## config.mk

```make
export PLATFORM = sky130hd
export DESIGN_NAME = hbridge_motor_direction_controller
export DESIGN_NICKNAME = d
export VERILOG_FILES = /design/src/design/hmd_pkg.sv /design/src/design/hmd_duty.sv /design/src/design/hmd_core.sv /design/src/design/hbridge_motor_direction_controller.sv
export SDC_FILE = /design/constraint.sdc
export NUM_CORES = 1
export LEC_CHECK = 0
export BUFFER_PORTS_ARGS = -buffer_cell sky130_fd_sc_hd__buf_4
export CAP_MARGIN = 5
export CORE_MARGIN = 2
export CORE_UTILIZATION = 45
export CTS_CLUSTER_SIZE = 12
export DETAILED_ROUTE_END_ITERATION = 12
export PLACE_DENSITY = 0.63
export SLEW_MARGIN = 5
export SYNTH_ARGS = -nofsm -noshare
export SYNTH_HDL_FRONTEND = slang
export SYNTH_SLANG_ARGS = --single-unit
```

## constraint.sdc

```tcl
create_clock -name clk -period 4.5 [get_ports clk]
set_input_delay 0.225 -clock clk [delete_from_list [all_inputs] [get_ports clk]]
set_output_delay 0.225 -clock clk [all_outputs]
set_load 0.03 [all_outputs]
```

## src/design/hmd_pkg.sv

```systemverilog
// Shared types and codes for the H-bridge direction controller.
package hmd_pkg;

    localparam int DUTY_W  = 12;
    localparam int SPEED_W = 8;
    localparam int PHASE_W = 16;
    localparam int BRAKE_W = 8;

    // Opcodes carried on the input word's tuser
    localparam logic [2:0] OP_TICK  = 3'd0;
    localparam logic [2:0] OP_FWD   = 3'd1;
    localparam logic [2:0] OP_BWD   = 3'd2;
    localparam logic [2:0] OP_OSC   = 3'd3;
    localparam logic [2:0] OP_SPEED = 3'd4;
    localparam logic [2:0] OP_STOP  = 3'd5;

    // motor_mode codes as reported in the result word
    localparam logic [1:0] MCODE_STOP  = 2'd0;
    localparam logic [1:0] MCODE_FWD   = 2'd1;
    localparam logic [1:0] MCODE_BWD   = 2'd2;
    localparam logic [1:0] MCODE_BRAKE = 2'd3;

    // Register index (word address bit)
    localparam logic REG_PHASE = 1'b0;
    localparam logic REG_BRAKE = 1'b1;

    localparam logic [PHASE_W-1:0] PHASE_RESET = 16'd1000;
    localparam logic [BRAKE_W-1:0] BRAKE_RESET = 8'd10;

    typedef enum logic [3:0] {
        MODE_STOP  = 4'b0001,
        MODE_FWD   = 4'b0010,
        MODE_BWD   = 4'b0100,
        MODE_BRAKE = 4'b1000
    } mode_t;

    typedef struct packed {
        logic [2:0]         opcode;
        logic [SPEED_W-1:0] speed_pct;
        logic               driver_ready;
    } item_t;

    typedef struct packed {
        logic              oscillating;
        logic [1:0]        motor_mode;
        logic              accepted;
        logic [DUTY_W-1:0] pwm_duty;
        logic              pin_b;
        logic              pin_a;
    } result_t;

endpackage

```

## src/design/hmd_duty.sv

```systemverilog
// Speed percent to PWM duty conversion through a constant table.
module hmd_duty
    import hmd_pkg::*;
#(
    parameter int MAX_DUTY_VALUE = 4095
)
(
    input  logic [SPEED_W-1:0] pct,
    output logic [DUTY_W-1:0]  duty
);

    localparam int DUTY_FIELD_MAX = (1 << DUTY_W) - 1;
    localparam int FULL_DUTY = (MAX_DUTY_VALUE > DUTY_FIELD_MAX) ? DUTY_FIELD_MAX
                                                                 : MAX_DUTY_VALUE;

    logic [DUTY_W-1:0] duty_lut [100];

    genvar i;
    generate
        for (i = 0; i < 100; i++)
        begin : g_lut
            localparam int RAW = (i * MAX_DUTY_VALUE) / 100;
            localparam int VAL = (RAW > DUTY_FIELD_MAX) ? DUTY_FIELD_MAX : RAW;
            assign duty_lut[i] = DUTY_W'(VAL);
        end
    endgenerate

    // Anything at or above 100 percent saturates
    assign duty = (pct >= SPEED_W'(100)) ? DUTY_W'(FULL_DUTY) : duty_lut[pct[6:0]];

endmodule

```

## src/design/hmd_core.sv

```systemverilog
// Motor mode state, brake and oscillation timers, and per-word result logic.
module hmd_core
    import hmd_pkg::*;
#(
    parameter int MAX_DUTY_VALUE = 4095,
    parameter int DEFAULT_SPEED  = 50
)
(
    input  logic               clk,
    input  logic               rst_n,
    input  logic               fire,
    input  item_t              item,
    input  logic [PHASE_W-1:0] phase_ms,
    input  logic [BRAKE_W-1:0] brake_ms,
    output result_t            result
);

    typedef struct packed {
        mode_t              mode;
        logic               pend;
        logic [DUTY_W-1:0]  duty;
        logic [BRAKE_W-1:0] brake_cnt;
    } drv_t;

    mode_t              mode_reg, mode_next;
    logic               pend_reg, pend_next;
    logic [DUTY_W-1:0]  duty_reg, duty_next;
    logic               osc_reg, osc_next;
    logic [SPEED_W-1:0] osc_speed_reg, osc_speed_next;
    logic [PHASE_W-1:0] phase_reg, phase_next;
    logic [BRAKE_W-1:0] brake_cnt_reg, brake_cnt_next;

    logic [SPEED_W-1:0] osc_req;
    logic [SPEED_W-1:0] pct_a;
    logic [DUTY_W-1:0]  duty_a;
    logic [DUTY_W-1:0]  duty_osc;
    logic               ok;

    // Apply a direction request: brake on reversal when the brake interval is nonzero, retarget while braking
    function automatic drv_t drive(mode_t m, logic pend, logic [BRAKE_W-1:0] bc,
                                   logic dir, logic [DUTY_W-1:0] duty,
                                   logic [BRAKE_W-1:0] brk);
        drv_t r;
        logic opp;
        opp         = dir ? (m == MODE_FWD) : (m == MODE_BWD);
        r.mode      = m;
        r.pend      = pend;
        r.duty      = duty;
        r.brake_cnt = bc;
        priority if (m == MODE_BRAKE)
        begin
            r.pend = dir;
        end
        else if (opp && (brk != '0))
        begin
            r.mode      = MODE_BRAKE;
            r.pend      = dir;
            r.brake_cnt = brk;
        end
        else
        begin
            r.mode = dir ? MODE_BWD : MODE_FWD;
        end
        return r;
    endfunction

    // Oscillation speed request clamped to 1..100
    always_comb
    begin
        priority if (item.speed_pct == '0)
            osc_req = SPEED_W'(1);
        else if (item.speed_pct > SPEED_W'(100))
            osc_req = SPEED_W'(100);
        else
            osc_req = item.speed_pct;
    end

    assign pct_a = (item.opcode == OP_OSC) ? osc_req : item.speed_pct;

    hmd_duty #(.MAX_DUTY_VALUE(MAX_DUTY_VALUE)) u_duty_cmd
    (
        .pct  (pct_a),
        .duty (duty_a)
    );

    hmd_duty #(.MAX_DUTY_VALUE(MAX_DUTY_VALUE)) u_duty_osc
    (
        .pct  (osc_speed_reg),
        .duty (duty_osc)
    );

    always_comb
    begin
        drv_t               d;
        logic [PHASE_W-1:0] pc_inc;
        mode_next      = mode_reg;
        pend_next      = pend_reg;
        duty_next      = duty_reg;
        osc_next       = osc_reg;
        osc_speed_next = osc_speed_reg;
        phase_next     = phase_reg;
        brake_cnt_next = brake_cnt_reg;
        ok             = 1'b1;
        d              = '{mode: mode_reg, pend: pend_reg, duty: duty_reg,
                           brake_cnt: brake_cnt_reg};
        pc_inc         = phase_reg + PHASE_W'(1);

        unique case (item.opcode)
            OP_TICK:
            begin
                priority if (mode_reg == MODE_BRAKE)
                begin
                    if (brake_cnt_reg <= BRAKE_W'(1))
                    begin
                        brake_cnt_next = '0;
                        mode_next      = pend_reg ? MODE_BWD : MODE_FWD;
                    end
                    else
                    begin
                        brake_cnt_next = brake_cnt_reg - BRAKE_W'(1);
                    end
                end
                else if (osc_reg && (mode_reg != MODE_STOP))
                begin
                    phase_next = pc_inc;
                    if (pc_inc >= phase_ms)
                    begin
                        phase_next = '0;
                        if (!item.driver_ready)
                        begin
                            osc_next = 1'b0;
                        end
                        else
                        begin
                            d = drive(mode_reg, pend_reg, brake_cnt_reg,
                                      (mode_reg == MODE_FWD), duty_osc, brake_ms);
                            mode_next      = d.mode;
                            pend_next      = d.pend;
                            duty_next      = d.duty;
                            brake_cnt_next = d.brake_cnt;
                        end
                    end
                end
            end
            OP_FWD, OP_BWD:
            begin
                osc_next = 1'b0;
                if (!item.driver_ready)
                begin
                    ok = 1'b0;
                end
                else
                begin
                    d = drive(mode_reg, pend_reg, brake_cnt_reg,
                              (item.opcode == OP_BWD), duty_a, brake_ms);
                    mode_next      = d.mode;
                    pend_next      = d.pend;
                    duty_next      = d.duty;
                    brake_cnt_next = d.brake_cnt;
                end
            end
            OP_OSC:
            begin
                if (!item.driver_ready)
                begin
                    osc_next = 1'b0;
                    ok       = 1'b0;
                end
                else if (!(osc_reg && (osc_speed_reg == osc_req)))
                begin
                    osc_next       = 1'b1;
                    osc_speed_next = osc_req;
                    phase_next     = '0;
                    d = drive(mode_reg, pend_reg, brake_cnt_reg, 1'b0, duty_a, brake_ms);
                    mode_next      = d.mode;
                    pend_next      = d.pend;
                    duty_next      = d.duty;
                    brake_cnt_next = d.brake_cnt;
                end
            end
            OP_SPEED:
            begin
                if (!item.driver_ready)
                begin
                    osc_next = 1'b0;
                    ok       = 1'b0;
                end
                else if ((mode_reg == MODE_STOP) && !osc_reg)
                begin
                    ok = 1'b0;
                end
                else
                begin
                    duty_next      = duty_a;
                    osc_speed_next = item.speed_pct;
                end
            end
            OP_STOP:
            begin
                osc_next       = 1'b0;
                mode_next      = MODE_STOP;
                duty_next      = '0;
                brake_cnt_next = '0;
                phase_next     = '0;
            end
            default:
            begin
                ok = 1'b0;
            end
        endcase
    end

    // Result reflects the state after this word
    always_comb
    begin
        result.pin_a       = (mode_next == MODE_FWD);
        result.pin_b       = (mode_next == MODE_BWD);
        result.pwm_duty    = ((mode_next == MODE_FWD) || (mode_next == MODE_BWD))
                             ? duty_next : '0;
        result.accepted    = ok;
        result.oscillating = osc_next;
        unique case (mode_next)
            MODE_FWD:   result.motor_mode = MCODE_FWD;
            MODE_BWD:   result.motor_mode = MCODE_BWD;
            MODE_BRAKE: result.motor_mode = MCODE_BRAKE;
            default:    result.motor_mode = MCODE_STOP;
        endcase
    end

    always_ff @(posedge clk or negedge rst_n)
    begin
        if (!rst_n)
        begin
            mode_reg      <= MODE_STOP;
            pend_reg      <= 1'b0;
            duty_reg      <= '0;
            osc_reg       <= 1'b0;
            osc_speed_reg <= SPEED_W'(DEFAULT_SPEED);
            phase_reg     <= '0;
            brake_cnt_reg <= '0;
        end
        else if (fire)
        begin
            mode_reg      <= mode_next;
            pend_reg      <= pend_next;
            duty_reg      <= duty_next;
            osc_reg       <= osc_next;
            osc_speed_reg <= osc_speed_next;
            phase_reg     <= phase_next;
            brake_cnt_reg <= brake_cnt_next;
        end
    end

endmodule

```

## src/design/hbridge_motor_direction_controller.sv

```systemverilog
// Top level of the H-bridge direction controller: stream ports, registers, pipeline.
//
// Input stream s_axis: one word per tick or command. tuser carries the opcode
// (tick, forward, backward, oscillate, set speed, stop); tdata carries the
// speed percent and the driver-ready flag. Output stream m_axis: exactly one
// result word per input word, in order, giving both bridge pins, PWM duty,
// the accepted flag, motor mode and the oscillation flag.
// An APB port holds the oscillation phase length (address 0) and the brake
// interval (address 4); write them only while the stream is idle.
// Each word accepted on s_axis is registered in the input register, evaluated
// against the motor state, and its result is registered in the result register.
// Throughput: one word per cycle while m_axis accepts results; the motor state update
// is a single pass of logic between the input register and the result register.
// When m_axis stalls, the result register holds and one more word may sit in
// the input register; s_axis_tready drops only when both are full.
// Reset clears both stages, stops the motor, ends oscillation and restores
// the register defaults (1000 ms phase, 10 ms brake).
module hbridge_motor_direction_controller
    import hmd_pkg::*;
#(
    parameter int MAX_DUTY_VALUE = 4095,
    parameter int DEFAULT_SPEED  = 50
)
(
    input  logic        clk,
    input  logic        rst_n,
    input  logic        s_axis_tvalid,
    output logic        s_axis_tready,
    input  logic [15:0] s_axis_tdata,   // [7:0] speed_pct, [8] driver_ready
    input  logic [2:0]  s_axis_tuser,   // [2:0] opcode
    output logic        m_axis_tvalid,
    input  logic        m_axis_tready,
    output logic [23:0] m_axis_tdata,   // [0] pin_a, [1] pin_b, [13:2] pwm_duty,
                                        // [14] accepted, [16:15] motor_mode, [17] oscillating
    input  logic        psel,
    input  logic        penable,
    input  logic        pwrite,
    input  logic [2:0]  paddr,
    input  logic [31:0] pwdata,
    output logic [31:0] prdata,
    output logic        pready
);

    logic               in_valid_reg;
    item_t              in_item_reg;
    logic               out_valid_reg;
    result_t            out_res_reg;
    result_t            res;
    logic               fire;
    logic [PHASE_W-1:0] phase_ms_reg;
    logic [BRAKE_W-1:0] brake_ms_reg;
    logic               cfg_wr;

    assign fire          = in_valid_reg && (!out_valid_reg || m_axis_tready);
    assign s_axis_tready = !in_valid_reg || fire;

    always_ff @(posedge clk or negedge rst_n)
    begin
        if (!rst_n)
        begin
            in_valid_reg  <= 1'b0;
            out_valid_reg <= 1'b0;
        end
        else
        begin
            if (s_axis_tready)
                in_valid_reg <= s_axis_tvalid;
            if (fire)
                out_valid_reg <= 1'b1;
            else if (m_axis_tready)
                out_valid_reg <= 1'b0;
        end
    end

    always_ff @(posedge clk)
    begin
        if (s_axis_tready && s_axis_tvalid)
        begin
            in_item_reg.opcode       <= s_axis_tuser;
            in_item_reg.speed_pct    <= s_axis_tdata[7:0];
            in_item_reg.driver_ready <= s_axis_tdata[8];
        end
        if (fire)
            out_res_reg <= res;
    end

    hmd_core #(
        .MAX_DUTY_VALUE (MAX_DUTY_VALUE),
        .DEFAULT_SPEED  (DEFAULT_SPEED)
    ) u_core
    (
        .clk      (clk),
        .rst_n    (rst_n),
        .fire     (fire),
        .item     (in_item_reg),
        .phase_ms (phase_ms_reg),
        .brake_ms (brake_ms_reg),
        .result   (res)
    );

    assign m_axis_tvalid = out_valid_reg;
    assign m_axis_tdata  = {6'b0, out_res_reg};

    // Configuration registers, decoded on the word address bit
    assign pready = 1'b1;
    assign cfg_wr = psel && penable && pwrite;

    always_ff @(posedge clk or negedge rst_n)
    begin
        if (!rst_n)
        begin
            phase_ms_reg <= PHASE_RESET;
            brake_ms_reg <= BRAKE_RESET;
        end
        else if (cfg_wr)
        begin
            unique case (paddr[2])
                REG_PHASE: phase_ms_reg <= pwdata[PHASE_W-1:0];
                REG_BRAKE: brake_ms_reg <= pwdata[BRAKE_W-1:0];
                default:   ;
            endcase
        end
    end

    always_comb
    begin
        unique case (paddr[2])
            REG_PHASE: prdata = {16'b0, phase_ms_reg};
            REG_BRAKE: prdata = {24'b0, brake_ms_reg};
            default:   prdata = '0;
        endcase
    end

endmodule

```

# After elaboration in Yosys (flattened, before gate mapping)
# Memories as Yosys holds them, arrays and structs flattened.
# Index checks and enable logic that the tools add are counted.
# Widths: inputs -> output; s select.
# classes
addsub	2
mux	91
eq_ne	34
n_bitwise	3
magnitude_cmp	7
reduce_logical	34
# ops
cell	n
$mux 12	15
$mux 8	20
$mux 16	5
$pmux 32 s2	1
$pmux 12 s5	1
$mux 4	13
$pmux 16 s3	1
$pmux 8 s4	1
$mux 1	25
$ne 2x2->1 const B	10
$add 16x1->16 const B	1
$ge 16x16->1	1
$ge 8x7->1 const B	2
$ge 8x8->1 const B	2
$not 7->8	2
$pmux 4 s4	1
$pmux 8 s2	1
$reduce_and 13->1	1
$ne 3x1->1 const B	4
$reduce_and 12->1	1
$reduce_and 6->1	2
$logic_and 1x1->1	10
$mux 3	3
$eq 4x2->1 const B	2
29 further kinds	46
# word_totals
out_inout_bits	59
mem_bits_ro	3072
elab_cells	193
memories	2
in_bits	61
reg_bits	106
# memory_table
memory	depth	word_bits	read_ports	rd_clocked_by_memory_dff	wr	line_no	source
(no name shown)	128	12	1	0	0	hmd_duty.sv:29	assign duty = (pct >= SPEED_W'(100)) ? DUTY_W'(FULL_DUTY) : duty_lut[pct[6:0]];
(no name shown)	128	12	1	0	0	hmd_duty.sv:29	

# Longest topological paths before layout
# Gate-level depths: netlist of the first run.
# logic_depth
word_depth	12
mapped_depth	16
mapped_depth_nobuf	15

# Modules after synthesis
# From an unflattened synthesis of the first run, not the netlist that was laid out.
# hier_totals
cells_unflattened	1336
hier_area_um2	10979.3
# modules_own_cells
module	cells_per_inst	n_inst	seq_area_each_um2	area_each_um2
hmd_core	630	1	1256.2	4962.3
hbridge_motor_direction_controller	132	1	1561.5	2292.2
hmd_duty at u_core.u_duty_cmd	293	1	0.0	1889.3
hmd_duty at u_core.u_duty_osc	281	1	0.0	1835.5

# Worst setup path before layout of the first run
# No wires, ideal clock.
# synth_path
kind	register to register
startpoint	register u_core.phase_reg[0]
endpoint	register out_res_reg, in the netlist m_axis_tdata[4], data pin
stages_incl_launch_ff	16
setup_slack_ns	0.631
n_path_buf	1
arrival_ns	3.605
synth_period_minus_slack_ns	3.869
required_ns	4.236
setup_ns	0.264
path_cell_list	dfrtp_1 > and3_1 > nand3_1 > nor4_1 > nand3_1 > xnor2_1 > ha_1 > nand2_1 > o21ai_0 > nor3_1 > a21oi_1 > mux2_2 > a211oi_4 > xnor2_1 > buf_6 > nor3_2
# synth_between
elab_chain_len	8
word_cells_on_any_way	13
classes_between	add/sub (1); order compare (1); eq/ne (2); mux (8); reduce/logical (1)
# synth_rtl
item	line_no	source
start, declared	hmd_core.sv:30	logic [PHASE_W-1:0] phase_reg, phase_next;
start signal, assigned	hmd_core.sv:249	phase_reg <= phase_next;
$add 16x1->16 (*)	hmd_core.sv:106	pc_inc = phase_reg + PHASE_W'(1);
$ge 16x16->1 (*)	hmd_core.sv:126	if (pc_inc >= phase_ms)
$mux 4	hmd_core.sv:126	
$mux 4	hmd_core.sv:123	else if (osc_reg && (mode_reg != MODE_STOP))
$mux 4	hmd_core.sv:111	priority if (mode_reg == MODE_BRAKE)
$pmux 4 s4	hmd_core.sv:108	unique case (item.opcode)
$eq 4x2->1 / $eq 4x3->1 (equally long branches)	hmd_core.sv:218	result.pwm_duty = ((mode_next == MODE_FWD) || (mode_next == MODE_BWD))
$logic_or 1x1->1	hmd_core.sv:218	
end signal, assigned	hbridge_motor_direction_controller.sv:84	out_res_reg <= res;
end, declared	hbridge_motor_direction_controller.sv:47	result_t out_res_reg;
# Every way passes the cells marked *; elsewhere a longest branch is shown, timed or not.
# A chain may end at the register's enable or synchronous reset.

# Final worst setup path of the first run
# layout_path
startpoint	register u_core.phase_reg[0]
endpoint	register u_core.duty_reg[4]
# layout_between
elab_chain_len	6
# layout_rtl
item	line_no	source
$add 16x1->16	hmd_core.sv:106	
$ge 16x16->1	hmd_core.sv:126	
$mux 12	hmd_core.sv:126	
$mux 12	hmd_core.sv:123	
$mux 12	hmd_core.sv:111	
$pmux 12 s5	hmd_core.sv:108	
end signal, assigned	hmd_core.sv:246	duty_reg <= duty_next;
end, declared	hmd_core.sv:27	logic [DUTY_W-1:0] duty_reg, duty_next;
# No other way between the ends.

==> results.py, run 1 <==
metrics = {
    "clock_tree": {
        "cts_sinks": 106,
        "cts_buffers": 9,
        "cts_tree": "yes",
        "clk_latency_ns": 0.36,
        "htreeDepth": 3,
        "clock_path_buffers": 2,
        "cts-root-buf": "clkbuf_16",
        "path_clk_slew_ns": 0.08,
    },
    "sta": {
        "maxSlewHeadroom_pct": 34.01,
        "setup_ws_ns": 0.2492,
        "hold_viol_final": 3,
        "finalWorstPathRequiredPeriod_ns": 4.251,
        "report.final.slew_viol_count": 0,
        "holdWs_ns": -0.009294,
        "final.period_utilization_pct": 94.46,
        "worst_slew_pin_slew_ns": 0.9899,
        "max_freq_ghz": 0.2353,
        "skew_ns": 0.01114,
        "setup_viol": 0,
    },
    "floorplanning": {
        "die_y_um": 153.2,
        "fp.dieW_um": 153.2,
        "core-area_mm2": 0.02182,
        "initial_core_util_pct": 45.90,
        "io_pins": 120,
        "rows": 54,
        "die_area_mm2": 0.02347,
    },
    "final_layout": {
        "largest_reg_flops": 18,
        "area_growth_pct": 11.58,
        "final_nets": 1399,
        "drive_above_1_share_pct": 18.37,
        "fillers": 2165,
        "final_cell_mix": "nand2_1, buf_4, o21ai_0",
        "final_core_util_pct": 51.22,
        "multi_input_area_mm2": 0.006530,
        "seq_area_mm2": 0.002818,
        "antenna_cells": 0,
        "layout_commonest_cell": "nand2_1",
    },
    "logic_synthesis": {
        "ys_warn_count": 0,
        "synth_async_sr_flop_share_pct": 71.70,
        "postSynthAreaPerCell_um2": 7.944,
        "synth_edf_count": 30,
        "ys_seq_area_share_pct": 28.13,
        "syn_area_mm2": 0.01002,
        "syn_inst": 1261,
        "synth.distinct_cells": 92,
        "ys_seq_elements": 106,
        "ys.flop_type": "dfrtp_1",
    },
    "place": {
        "post-place-ws_ns": 0.1428,
        "port_buffers": 71,
        "place_congestion": 0.9773,
        "dp_hpwl_um": 22320,
    },
    "grt": {
        "grt_pass1_vias": 9311,
        "grt_usage_pct": 26.16,
        "antenna_found_initial": 0,
        "grt_pass1_wl_um": 50760,
        "overflow": 0,
        "grt_max_degree": 77,
    },
    "routing": {
        "wl_met2_um": 14490,
        "drt_wl_total_um": 31290,
        "viasPerCell": 6.342,
        "wire_per_inst_um": 19.79,
        "drtIter0Drc": 988,
        "drcViolationCount": 0,
        "maxUsedRoutingLayer": "met4",
        "dr_wl_met3_um": 2143,
        "dr.pass1.iters": 6,
        "met1_length_um": 13650,
        "route.antenna.remaining_nets": 0,
        "dr_total_vias": 10030,
    },
    "setup_path": {
        "crit_path_max_fanout": 9,
        "worstSetupPathType": "reg -> reg",
        "cp.required_ns": 4.71,
        "critPathCaptureType": "register",
        "start_kind": "register",
        "arrival_ns": 4.46,
    },
    "power_and_ir_drop": {
        "peakVddDrop_uv": 245.3,
        "power_density_mw_per_mm2": 409.3,
        "power.leakage_nw": 4.478,
    },
    "outcome": {
        "outcome": "finished, violations left",
        "violations": "hold timing",
    },
    "hold_path": {
        "hold_path_class": "in -> async",
    },
    "flow_run": {
        "maxCapViolCount": 0,
    },
}
per-layer routing:
| metal | track usage, % | up-vias |
|---|---|---|
| met5 | 0 | - |
| met1 | 36.30 | 4769 |
| li1 | - | 4721 |
| met3 | 3.629 | 79 |
| met4 | 9.392 | 0 |
| met2 | 41.77 | 458 |
cell usage after synthesis, drive strengths merged, types with 13 or more instances:
| cell type | n | area share [%] |
|---|---|---|
| a211oi | 44 | 3.7 |
| a21o | 14 | 1.0 |
| a21oi | 86 | 4.3 |
| a31oi | 21 | 1.3 |
| buf | 42 | 2.7 |
| clkbuf | 87 | 3.3 |
| dfrtp | 64 | 16 |
| edfxtp | 30 | 9.0 |
| ha | 42 | 5.2 |
| inv | 44 | 1.6 |
| mux2 | 31 | 3.5 |
| nand2 | 140 | 5.2 |
| nand2b | 33 | 2.1 |
| nand3 | 28 | 1.4 |
| nor2 | 85 | 3.2 |
| nor3 | 25 | 1.4 |
| o211ai | 17 | 1.3 |
| o21ai | 133 | 6.6 |
| o31ai | 13 | 0.97 |
| xnor2 | 18 | 1.6 |
kinds of logic after synthesis:
family | after synthesis | synth area share [%]
AOI/OAI and AO/OA | 455 | 30.61
DFF | 106 | 28.13
buffers and inverters | 176 | 7.744
muxes | 49 | 6.033
adders and majority gates | 43 | 5.346
xor gates and xnor gates | 27 | 2.361
other | 2 | 0.07497
and+or+nand+nor | 403 | 19.70
through the flow:
step                      hold slack [ns]  instance area (um^2)  instances  total power, W  setup TNS, ns
after CTS                         0.03328                 11140       1579        0.004551              0
after detailed placement           0.4051                 10830       1563        0.003712              0
after global routing              0.02992                 11180       1581        0.004891       -0.02104
after floorplan                  -0.07059                 10100       1282        0.003108              0
final                           -0.009294                 11180       1581        0.004575              0
after global placement             0.4042                 10830       1563        0.003690              0
final timing paths:
path,start,to,slack [ns],depth (start not counted)
worst min-delay path,rst_n,u_core.duty_reg[4],-0.009,1
min in group clk,s_axis_tuser[1],in_item_reg[10],0.04,1
max in group asynchronous,rst_n,in_valid_reg,3.83,1
worst max register to register,u_core.phase_reg[0],u_core.duty_reg[4],0.25,17
worst max-delay path,u_core.phase_reg[0],u_core.duty_reg[4],0.25,17
worst min register to register,u_core.duty_reg[11],u_core.duty_reg[11],0.49,2
report_power, final:
| part | total (W) | switching, W | internal, W |
|---|---|---|---|
| Clock | 0.000830 | 0.000426 | 0.000403 |
| Sequential | 0.00141 | 0.000204 | 0.00120 |
| Combinational | 0.00234 | 0.00143 | 0.000906 |
critical path: stages (launching register included):
cell and delay [ns]:
dfrtp_1 0.44, ha_1 0.24, and3_1 0.22, nand3_1 0.21
nor2_2 0.21, nand3_1 0.11, xnor2_1 0.16, ha_1 0.32
o2111ai_1 0.11, a311oi_1 0.29, nor2_1 0.14, a2111oi_2 0.46
buf_4 0.19, o211ai_1 0.23, buf_4 0.26, or2_2 0.35
nand2_1 0.09, o21ai_0 0.08
what timing repair did:
| action | CTS | global route |
|---|---|---|
| resized for setup | 0 | 6 |
| hold buffers | 0 | 0 |
| endpoints found under the hold margin | 0 | 0 |
| buffers inserted | 0 | 2 |
| setup endpoints to repair | 0 | 25 |
layout make-up:
cell class              instances  area share, %
inverters                      47          1.578
clock inverters                 7         0.7724
well taps                     280          3.134
clock buffers                   9          2.015
multi-input cells            1000          58.42
flip-flops and latches        106          25.21
repair buffers                132          8.866
(Power assumes the default switching activity.)
==> run 2: changes to the inputs <==
- ABC_AREA: default -> 1
- CORE_UTILIZATION: 45 -> 50
- PLACE_DENSITY: 0.63 -> 0.69
- SYNTH_HIERARCHICAL: default -> 1
==> run 2 against run 1 <==
  * The flow now finishes without violations
  * First-iteration DRC count fell by 1.4%
  * Via count rose by 12%
  * Combinational power rose by 49%
  * Count of clock-buffer cells in the layout rose by 2
  * Die area fell by 4.0%
  * Register-to-register slack improved by 0.19 ns
  * Largest power group unchanged
  * Worst setup slack improved by 0.19 ns
  * Sequential power rose by 15%
  * Critical endpoint is now m_axis_tdata[8]
  * Sequential cell count did not move
  * Critical path type unchanged
  * Critical path depth rose by 11
  * Total power rose by 29%
==> results.py, run 2 <==
metrics = {
    "final_layout": {
        "seq_area_mm2": 0.002818,
        "antenna_cells": 0,
        "area_growth_pct": 7.951,
        "layout_commonest_cell": "nand2_1",
        "drive_above_1_share_pct": 12.44,
        "final_area_mm2": 0.01152,
        "final_nets": 1821,
        "multi_input_area_mm2": 0.006536,
        "final_cell_mix": "nand2_1, inv_1, nand3_1",
        "fillers": 2188,
        "largest_reg_flops": 18,
    },
    "sta": {
        "holdWs_ns": 0.03742,
        "hold_viol_final": 0,
        "skew_ns": 0.01396,
        "finalWorstPathRequiredPeriod_ns": 4.063,
        "setup_viol": 0,
        "maxSlewHeadroom_pct": 30.96,
        "max_freq_ghz": 0.2461,
        "tns_ns": 0,
        "final.period_utilization_pct": 90.30,
        "report.final.slew_viol_count": 0,
        "rsz0062_at_grt": "no",
        "worst_slew_pin_slew_ns": 1.036,
    },
    "hold_path": {
        "hold_path_class": "in -> reg",
        "hold_depth": 1,
        "min_to": "in_item_reg[7]",
        "worstHoldStart": "s_axis_tdata[6]",
    },
    "floorplanning": {
        "io_pins": 120,
        "core-area_mm2": 0.02096,
        "rows": 53,
        "die_y_um": 150.1,
        "die_area_mm2": 0.02252,
        "initial_core_util_pct": 50.91,
        "fp.dieW_um": 150.1,
    },
    "logic_synthesis": {
        "synth_compound_area_share_pct": 15.94,
        "synth_xor_area_share_pct": 0.9030,
        "syn_inst": 1677,
        "synth_edf_count": 30,
        "synth_top_area_share_pct": 18.40,
        "ys_warn_count": 6,
        "yosys.area_share.simple_pct": 37.97,
        "ys_seq_elements": 106,
        "syn_area_mm2": 0.01067,
        "yosysMostFrequentCell": "nand2_1",
        "ys.flop_type": "dfrtp_1",
        "ys_top_cells_by_area": "nand2_1, dfrtp_1, nand3_1, edfxtp_1, inv_1",
        "postSynthAreaPerCell_um2": 6.362,
        "yosysTopAreaCell": "nand2_1",
        "synth_top_family_by_area": "simple AND/OR/NAND/NOR gates",
        "synth_common_cells": "nand2_1, inv_1, nand3_1",
        "ys_seq_area_share_pct": 26.41,
        "synthAdderAreaFrac_pct": 5.277,
        "synth_async_sr_flop_share_pct": 71.70,
        "synth.distinct_cells": 61,
        "synth.area.mux_share_pct": 0,
    },
    "routing": {
        "viasPerCell": 5.606,
        "drtIter0Drc": 974,
        "wire_per_inst_um": 15.85,
        "dr_total_vias": 11180,
        "dr.pass1.iters": 7,
        "drcViolationCount": 0,
        "route.antenna.remaining_nets": 0,
        "drt_wl_total_um": 31620,
    },
    "power_and_ir_drop": {
        "peakVddDrop_uv": 334.6,
        "power_density_mw_per_mm2": 512.7,
        "pwr-share-seq_pct": 27.4,
        "total_power_w": 0.005905,
        "power.switching_w": 0.003073,
        "internal_power_w": 0.002832,
        "p_clk_share_pct": 13.5,
        "combPwrFrac_pct": 59.1,
        "power.leakage_nw": 5.908,
        "switching_share_pct": 52.04,
    },
    "place": {
        "dp_hpwl_um": 22900,
        "postPlaceCellArea_mm2": 0.01121,
        "port_buffers": 71,
        "place_congestion": 0.9529,
    },
    "clock_tree": {
        "clock_path_buffers": 2,
        "htreeDepth": 3,
        "postCtsHoldBufs": 0,
        "cts_sinks": 106,
        "clk_latency_ns": 0.36,
        "cts_buffers": 9,
        "path_clk_slew_ns": 0.08,
        "cts-root-buf": "clkbuf_16",
        "cts_tree": "yes",
    },
    "grt": {
        "antenna_found_initial": 0,
        "grt_max_degree": 77,
        "grt_pass1_vias": 10310,
        "grt_usage_pct": 28.34,
        "overflow": 0,
        "grt_pass1_wl_um": 51630,
    },
    "setup_path": {
        "crit_slowest_cell": "edfxtp_1",
        "critPathCaptureType": "register",
        "cp.required_ns": 4.72,
        "timing.rr.start": "in_item_reg[5]",
        "start_kind": "register",
        "critPathMostFrequentCell": "nand2_1",
        "crit_path_max_fanout": 12,
        "r2r_setup_slack_ns": 0.44,
        "worstSetupPathType": "reg -> reg",
        "cpPeakStageDelay_ns": 0.48,
        "r2r_end": "m_axis_tdata[8]",
        "rr_worst_depth": 28,
        "arrival_ns": 4.29,
    },
    "flow_run": {
        "maxCapViolCount": 0,
    },
    "outcome": {
        "outcome": "finished clean",
    },
}
## run 2: cell types whose count changed after synthesis, moves of 17 or more
cell      previous run  this run
a211oi_1            37         1
a31oi_1             21         4
clkbuf_1            87        19
inv_1               41       202
mux2_2              31         0
nand2_1            140       523
nand2b_1            33         0
nand3_1             27       186
nand4_1              8        25
nor2_1              85       119
## run 2: worst max-delay path by stage
stage / from / end / slack (ns) / cells after the start
after global routing: u_core/phase_reg[0] / m_axis_tdata[13] / 0.04 / 24
after detailed placement: u_core/phase_reg[0] / m_axis_tdata[7] / 0.35 / 22
after CTS: u_core/phase_reg[0] / m_axis_tdata[7] / 0.30 / 22
final: in_item_reg[5] / m_axis_tdata[8] / 0.44 / 28
after floorplan: in_item_reg[5] / m_axis_tdata[7] / 0.94 / 27
after global placement: u_core/phase_reg[0] / m_axis_tdata[13] / 0.43 / 22
## run 2: routing by layer
metal  vias up  share of wire, %  global-route usage, %
li1       5527                 -                      -
met4         0               1.6                  7.877
met1      5160                46                  40.90
met3        34               7.5                  3.537
met5         -                 0                      0
met2       463                45                  44.59
## run 2: kinds of logic after synthesis
family	Yosys count
compound gates	288
xor+xnor	11
fa+ha+maj	45
buf+inv	308
flops	106
other cells	2
simple gates	917
## run 2: timing repair
| action | CTS | global route |
|---|---|---|
| resized for setup | 0 | 3 |
| hold endpoints to repair | 0 | 0 |
| setup endpoints to repair | 0 | 14 |
| buffers inserted | 0 | 0 |
## run 2: area by class of cell
class / count / area share (%)
multi-input cells: 1285 / 56.75
flip-flops and latches: 106 / 24.46
inverters: 223 / 7.452
repair buffers: 90 / 5.866
well taps: 275 / 2.988
clock buffers: 11 / 2.108
clock inverters: 5 / 0.3694
## run 2: power groups by stage
stage / clock network, W / logic, W / registers (W)
6_report: 0.000798 / 0.00349 / 0.00162
5_1_grt: 0.000849 / 0.00394 / 0.00166
4_1_cts: 0.000816 / 0.00341 / 0.00161
3_5_place_dp: 0 / 0.00339 / 0.00163
3_3_place_gp: 0 / 0.00333 / 0.00162
2_1_floorplan: 0 / 0.00265 / 0.00154
## run 2: worst max-delay path: cells and delay by family, from the launching register on
family	cells	cell delay, ns
simple gates	18	1.78
buf+inv	6	0.62
flops	1	0.48
compound gates	3	0.67
fa+ha+maj	1	0.36
## run 2: through the flow
step / cells / utilization, % / setup slack, ns
CTS: 1994 / 54.84 / 0.3003
global placement: 1978 / 53.48 / 0.4339
finish: 1995 / 54.96 / 0.4367
detailed placement: 1978 / 53.48 / 0.3461
floorplan: 1698 / - / 0.9444
global route: 1995 / 54.96 / 0.03927
==> run 3: changes to the inputs <==
- CORE_MARGIN: 2 -> default
- SKIP_LAST_GASP: default -> 1
==> run 3 against run 2 <==
  * The flow now finishes with violations (DRC)
  * Worst hold slack worse by 0.0054 ns
  * Total power rose by 0.69%
  * Largest cell class unchanged
  * Via count is 0.83% higher
  * Clock skew rose by 0.0011 ns
  * Combinational power barely moved
  * Non-clock buffer count is 7 higher
==> results.py, run 3 (synthesized netlist as in run 2, its figures left out) <==
metrics = {
    "setup_path": {
        "cpPeakStageDelay_ns": 0.41,
        "r2r_setup_slack_ns": 0.46,
        "cp.required_ns": 4.71,
        "worst-path-buf-inv": 4,
        "critPathCaptureType": "register",
        "crit_slowest_cell": "dfrtp_1",
        "arrival_ns": 4.25,
        "crit_path_max_fanout": 8,
        "start_kind": "register",
        "worstSetupPathType": "reg -> reg",
        "crit_chain": "ha_1, nand4_1, nor2_1, inv_1, nor2_1, nand2_1, nor3_2, inv_1, nor2_1, xor2_1, inv_1, ha_1, nand4_1, nor3_1, nand2_1, nand2_2, nand2_1, a21boi_1, nand4_2, nor2_2, nand3_4, buf_12, a21oi_2",
        "crit_family": "simple AND/OR/NAND/NOR gates",
    },
    "floorplanning": {
        "core-area_mm2": 0.02096,
        "io_pins": 120,
        "die_y_um": 148.1,
        "rows": 53,
        "fp.dieW_um": 148.1,
        "die_area_mm2": 0.02193,
        "initial_core_util_pct": 50.91,
    },
    "routing": {
        "drt_wl_total_um": 31520,
        "route.antenna.remaining_nets": 0,
        "dr_total_vias": 11280,
        "wire_per_inst_um": 15.75,
        "drtIter0Drc": 1257,
        "drcViolationCount": 3,
        "viasPerCell": 5.636,
        "dr.pass1.iters": 11,
    },
    "sta": {
        "finalWorstPathRequiredPeriod_ns": 4.036,
        "final.period_utilization_pct": 89.69,
        "report.final.slew_viol_count": 0,
        "worst_slew_pin_slew_ns": 1.027,
        "max_freq_ghz": 0.2478,
        "setup_viol": 0,
        "maxSlewHeadroom_pct": 31.52,
        "skew_ns": 0.01503,
        "hold_viol_final": 0,
    },
    "grt": {
        "grt_pass1_vias": 10390,
        "grt_usage_pct": 29.17,
        "grt_max_degree": 77,
        "grt_pass1_wl_um": 51890,
        "antenna_found_initial": 0,
        "overflow": 0,
    },
    "final_layout": {
        "final_cell_mix": "nand2_1, inv_1, nand3_1",
        "final_area_mm2": 0.01159,
        "layout.cells.non_filler": 2001,
        "area_growth_pct": 8.620,
        "layout_commonest_cell": "nand2_1",
        "largest_reg_flops": 18,
        "final_nets": 1827,
        "drive_above_1_share_pct": 12.92,
        "antenna_cells": 0,
    },
    "place": {
        "port_buffers": 71,
        "dp_hpwl_um": 23090,
        "place_congestion": 0.9734,
        "placed_cells": 1982,
        "postPlaceCellArea_mm2": 0.01124,
    },
    "clock_tree": {
        "path_clk_slew_ns": 0.08,
        "clock_path_buffers": 2,
        "cts-root-buf": "clkbuf_16",
        "postCtsHoldBufs": 0,
        "cts_tree": "yes",
        "clk_latency_ns": 0.36,
        "htreeDepth": 3,
        "cts_sinks": 106,
        "cts_buffers": 9,
    },
    "power_and_ir_drop": {
        "power_density_mw_per_mm2": 513.1,
        "power.leakage_nw": 5.946,
        "peakVddDrop_uv": 341.1,
    },
    "hold_path": {
        "hold_path_class": "in -> async",
    },
    "flow_run": {
        "maxCapViolCount": 0,
    },
    "outcome": {
        "outcome": "finished, violations left",
        "violations": "DRC",
    },
}
[run 3: what timing repair did]
item / in CTS / in global routing
buffers inserted: 0 / 3
endpoints found under the hold margin: 0 / 0
gates resized for setup: 0 / 3
endpoints found under the setup margin: 0 / 16
[run 3: where the power goes]
part	internal, W	total, W	leakage, nW	switching [W]
sequential	0.00128	0.00163	1.24	0.000345
combinational	0.00116	0.00350	4.56	0.00234
clock	0.000398	0.000816	0.146	0.000418
total	0.00284	0.00595	5.95	0.00310
[run 3: metal layers]
metal / GRT usage (%) / vias up / routed length, um
met3: 4.141 / 47 / 2824
li1: - / 5523 / -
met4: 9.072 / 0 / 573
met2: 44.88 / 571 / 13930
met5: 0 / - / 0
met1: 42.09 / 5136 / 14190
[run 3: worst paths after layout]
kind / from / endpoint / cells past startpoint
worst max-delay path: u_core/phase_reg[0] / m_axis_tdata[11] / 23
worst min-delay path: rst_n / u_core/duty_reg[5] / 1
worst max register to register: u_core/phase_reg[0] / m_axis_tdata[11] / 23
worst min register to register: phase_ms_reg[5] / phase_ms_reg[5] / 2
max in group asynchronous: rst_n / u_core/brake_cnt_reg[0] / 1
min in group clk: s_axis_tdata[7] / in_item_reg[8] / 1
[run 3: through the flow]
stage	TNS, ns	worst slack, ns	hold WS [ns]	utilization (%)	power [W]
6_report	0	0.4641	0.03199	55.30	0.005946
5_1_grt	-0.02587	-0.01168	0.02612	55.30	0.006483
4_1_cts	0	0.2762	0.03129	55.08	0.005870
3_5_place_dp	0	0.2895	0.4044	53.62	0.005029
3_3_place_gp	0	0.4546	0.4040	53.62	0.004975
2_1_floorplan	0	0.9444	-0.07059	-	0.004194
[run 3: layout make-up]
| type | instances | area, um^2 |
|---|---|---|
| Tap cell | 275 | 344.1 |
| Sequential cell | 106 | 2818 |
| Inverter | 223 | 858.3 |
| Multi-Input combinational cell | 1284 | 6523 |
| Clock buffer | 9 | 225.2 |
| Fill cell | 2138 | 9366 |
| Timing Repair Buffer | 97 | 740.7 |
| Clock inverter | 7 | 80.08 |
